`src/rtl/core/mse_ram.sv`:
```
`default_nettype none

module mse_ram #(
  parameter int WIDTH = 32,
  parameter int DEPTH = 64
) (
  input  wire logic                     clk,
  input  wire logic                     we,
  input  wire logic [$clog2(DEPTH)-1:0] waddr,
  input  wire logic [WIDTH-1:0]         wdata,
  input  wire logic [$clog2(DEPTH)-1:0] raddr0,
  input  wire logic [$clog2(DEPTH)-1:0] raddr1,
  output logic      [WIDTH-1:0]         rdata0,
  output logic      [WIDTH-1:0]         rdata1
);

  logic [WIDTH-1:0] mem [DEPTH];

  always_ff @(posedge clk) begin
    if (we) begin
      mem[waddr] <= wdata;
    end
    rdata0 <= mem[raddr0];
    rdata1 <= mem[raddr1];
  end

endmodule

`default_nettype wire

```
`config.mk`:
```
export PLATFORM = sky130hd
export DESIGN_NAME = mse_ram
export DESIGN_NICKNAME = d
export VERILOG_FILES = /design/src/rtl/core/mse_ram.sv
export SDC_FILE = /design/constraint.sdc
export NUM_CORES = 2
export LEC_CHECK = 0
export BUFFER_PORTS_ARGS = -buffer_cell sky130_fd_sc_hd__buf_4
export CAP_MARGIN = 20
export CORE_MARGIN = 5
export CORE_UTILIZATION = 35
export CTS_BUF_LIST = sky130_fd_sc_hd__clkbuf_4 sky130_fd_sc_hd__clkbuf_8
export DETAILED_ROUTE_END_ITERATION = 10
export GPL_TIMING_DRIVEN = 0
export PLACE_DENSITY = 0.47
export SLEW_MARGIN = 40
export SYNTH_ARGS = -nofsm -noshare
export SYNTH_HDL_FRONTEND = slang
export SYNTH_SLANG_ARGS = --single-unit
```
`constraint.sdc`:
```
create_clock -name clk -period 5.2 [get_ports clk]
set_clock_uncertainty 0.15 [all_clocks]
set_input_delay 1.04 -clock clk [delete_from_list [all_inputs] [get_ports clk]]
set_output_delay 1.04 -clock clk [all_outputs]
set_load 0.05 [all_outputs]
```
**Word level (Yosys, flattened, before mapping)**

Memory sizes are Yosys's and may differ from the RTL's. A register that Yosys moved wholly into a read port is not among the register bits.
Index checks and enable logic that the tools add are counted.

- Multiplexer cells: 2

Operators with widths:

| cell | number |
|---|---|
| two-way mux 1 bit | 2 |

- Bits in registers: 0
- Memories kept: 1
- Output and inout port bits: 64
- Memory bits (writable): 2048

Memories:

| name | depth | width | rd ports | clocked after Yosys merged registers in | wr ports | RTL line | source |
|---|---|---|---|---|---|---|---|
| mem | 64 | 32 | 2 | 2 | 1 | 17 | `logic [WIDTH-1:0] mem [DEPTH];` |

**Logic depth before layout (Yosys ltp)**

- Word-level depth: 2
- Mapped depth: 10

**Worst setup path before layout**

No wires, ideal clock.

- Path type: input to register
- From: in waddr[3]
- To: mem mem[48][0], enable pin
- Buffers on the path: 1
- Arrival: 3.770 ns
- Library setup time: 0.461 ns
- Path slack: 0.819 ns
- Stages on the path: 4
- Cell sequence: clkbuf_1 nor2b_1 nand4b_1 nor3_1

RTL lines:

| what | RTL line | source |
|---|---|---|
| start, declared | 9 | `input wire logic [$clog2(DEPTH)-1:0] waddr,` |
| end, declared | 17 |  |

No word-level cell before the write port.

==> summary.md <==
| Metric | Value |
|---|---|
| Outcome | finished, final reports clean |
| GP Congestion | 0.9459 |
| Most frequent CP cell | buf_2 |
| Die height | 532.8 um |
| GR Overflow Total | 0 |
| Slew HR | 33.57% |
| Final period util | 96.86% |
| Total Routing Usage GR | 31.50% |
| Post-synth cell types | 38 |
| Initial core utilization | 35.05% |
| RSZ-0062 raised after global routing | no |
| Final WL | 456200 um |
| Ports | 116 |
| TritonCTS Buffers | 382 |
| Most used DFF post-synth | edfxtp_1 |
| Slew Viols, Final | 0 |
| Clock-pin slew on the worst setup and hold paths | 0.06 ns |
| LEAKAGE | 37.30 nW |
| Avg Cell Area, Syn | 21.68 um2 |
| Final ANT Viol Nets | 0 |
| Count leader, synth | edfxtp_1 |
| FP Rows | 192 |
| Post-Syn Nets | 4464 |
| Setup Viol. Count Final | 0 |
| Synth Register Bits | 2112 |
| CP Data Required Time | 5.87 ns |
| CP arrival | 5.71 ns |
| Vias/cell | 6.561 |
| Slowest cell on crit path | buf_2 |
| Int Power | 29.15 mW |
| Top cells by area, synth | edfxtp_1, mux4_2, mux2i_1 |
| Maximum clock rate | 0.1985 GHz |
| Pwr/cell area | 343.8 nW/um2 |
| # H-tree levels | 5 |
| Switch share | 26.76% |
| DRT Pass-1 Iters | 8 |
| Psw | 10.65 mW |
| Buffer count from post-CTS setup fixing | 0 |
| Worst setup margin | 0.1634 ns |
| Max-cap viol count | 0 |
| Pre-CTS setup slack | -0.5178 ns |
| Mapped Area | 95660 um2 |
| Layout cells sized above 1 | 47.70% |
| Buf/Inv on CP | 5 |
| Critical Path Fanout Max | 10 |
| Cell family with most CP delay | buffers and inverters |
| Largest net degree at the start of global routing | 65 |
| Setup TNS Final | 0 ns |
| Logic gate share of total power | 11.5% |
| Mapped Cells | 4412 |
| Fin nets | 5242 |
| # DRC | 0 |
| Vias in the first global route | 58284 |
| Total core area | 272900 um2 |
| Fill cell count | 23784 |
| Post-synth EDFFs | 2048 |
| Top cell type's share of synthesized area | 64.29% |
| Synth area leader | edfxtp_1 |
| Clock root buffer | clkbuf_8 |
| Post-route minimum period | 5.037 ns |
| Area growth syn-to-layout | 21.03% |
| CP Class | in -> reg |
| Detailed Place HPWL | 328400 um |
| Clock power frac | 41.0% |
| Crit-path cells | buf_2 > buf_2 > buf_4 > buf_2 > buf_2 > mux2i_1 > mux2i_2 > nor2_1 > o22ai_1 |
| CP Capture Type | register |
| Tightest Pin Transition | 0.9899 ns |
| Startpoint Class | input pin |
| CTS Hold Bufs | 0 |
| Hold Vio Cnt, Final | 0 |
| Sequential share of the synthesized area | 65.63% |
| Clock Tree Buf Depth | 4 |
| Routed length per placed instance | 50.12 um |
| Initial antenna violation count | 49 |
| Latest clock arrival within the worst-skew pair | 1.05 ns |
| Peak VDD IR | 183.1 uV |
| Biggest cell delay along the critical path | 0.77 ns |
| Sink Count | 2112 |
| Syn. warnings | 0 |
| HP Class | in -> reg |
| Die width | 532.8 um |
| Vias | 59731 |
| Synth top cells by count | edfxtp_1, mux4_2, mux2i_1 |
| Die Footprint | 283900 um2 |
| # port buffers | 103 |
| Quantity of gates resized following cts | 0 |
| Sequential power share | 47.5% |
| Initial DRC Count | 10069 |
| TritonCTS clock tree | done |
| Async SR Flop Fraction | 0% |
| Global-route wire length before repair | 584500 um |
cells by family (layout without fill, tap and decap cells):
family	after synthesis	count (layout)	share of synthesized area, %
flops	2112	2112	65.63
mux	1364	1364	29.02
buf+inv	348	1431	1.826
compound gates	340	340	2.392
simple gates	248	248	1.133
other cells	0	20	0
power groups by stage:
stage / Combinational, mW / Sequential [mW] / Clock (mW)
3_3_place_gp: 4.23 / 19.3 / 0
6_report: 4.57 / 18.9 / 16.3
4_1_cts: 4.47 / 18.9 / 16.4
5_1_grt: 4.59 / 18.9 / 17.2
3_5_place_dp: 4.46 / 19.3 / 0
2_1_floorplan: 1.80 / 19.5 / 0
flip-flops by register name (all words and copies together), names as in the netlist:
name    flops
mem      2048
rdata0     32
rdata1     32
per-layer routing:
metal | vias to the layer above | global-route usage, % | wire (um)
met5 | - | 0 | 92
met4 | 14 | 17.48 | 30890
met3 | 1004 | 10.27 | 54310
met2 | 4509 | 46.82 | 200600
met1 | 32980 | 40.89 | 170300
li1 | 21224 | - | -
layout by cell type, fill, tap and decap left out, types with 16 or more instances in the layout:
master    Yosys  routed
o21ai_1      31      33
a22oi_1      85      85
mux2_2       36      36
buf_6        11      27
nor2_4        0      63
mux4_2     1124    1124
dfxtp_1      64      64
o22ai_1      56      38
mux2i_1     204     192
diode_2       0      20
buf_2       121     135
nor2b_1      19      18
clkinv_1      0      69
edfxtp_1   2048    2048
buf_16        0     148
buf_4        55     186
o221ai_1     16      16
buf_8         0     104
nor2_1       94      29
nand2_1      93      93
clkbuf_2      0     104
clkbuf_1    135      21
clkbuf_4      0     139
o211ai_1     27      27
clkinv_2      0      51
clkbuf_8      0     409
a21oi_1      58      56
worst paths after layout:
path                             startpoint           to  slack [ns]  cells after the start
worst max-delay path              raddr0[2]    rdata0[4]        0.16                      9
worst min-delay path              wdata[25]  mem[53][25]        0.25                      1
worst max register to register    mem[3][1]    rdata1[1]        2.47                      4
worst min register to register  mem[50][11]   rdata0[11]        0.90                      3
metrics by stage:
step / power (mW) / hold WS, ns / utilization, % / instance area [um2] / instances
finish: 39.81 / 0.2451 / 42.42 / 115800 / 9104
global route: 40.73 / 0.2170 / 42.41 / 115700 / 9088
CTS: 39.82 / 0.2354 / 42.34 / 115600 / 9080
detailed placement: 23.74 / 0.8985 / 39.53 / 107900 / 8391
global placement: 23.51 / 0.9064 / 36.98 / 100900 / 8104
floorplan: 21.32 / 0.6305 / - / 95660 / 4412
final cells by class:
type / count / area (um2) / share of cell area [%]
tap: 3589 / 4491 / 3.879
sequential: 2112 / 62780 / 54.23
buffer: 347 / 1984 / 1.714
timing repair buffer: 394 / 6822 / 5.892
multi-input combinational: 1952 / 31970 / 27.61
inverter: 1 / 3.754 / 0.003242
clock buffer: 538 / 6598 / 5.699
clock inverter: 151 / 1075 / 0.9283
antenna: 20 / 50.05 / 0.04323
(Power assumes the default switching activity.)
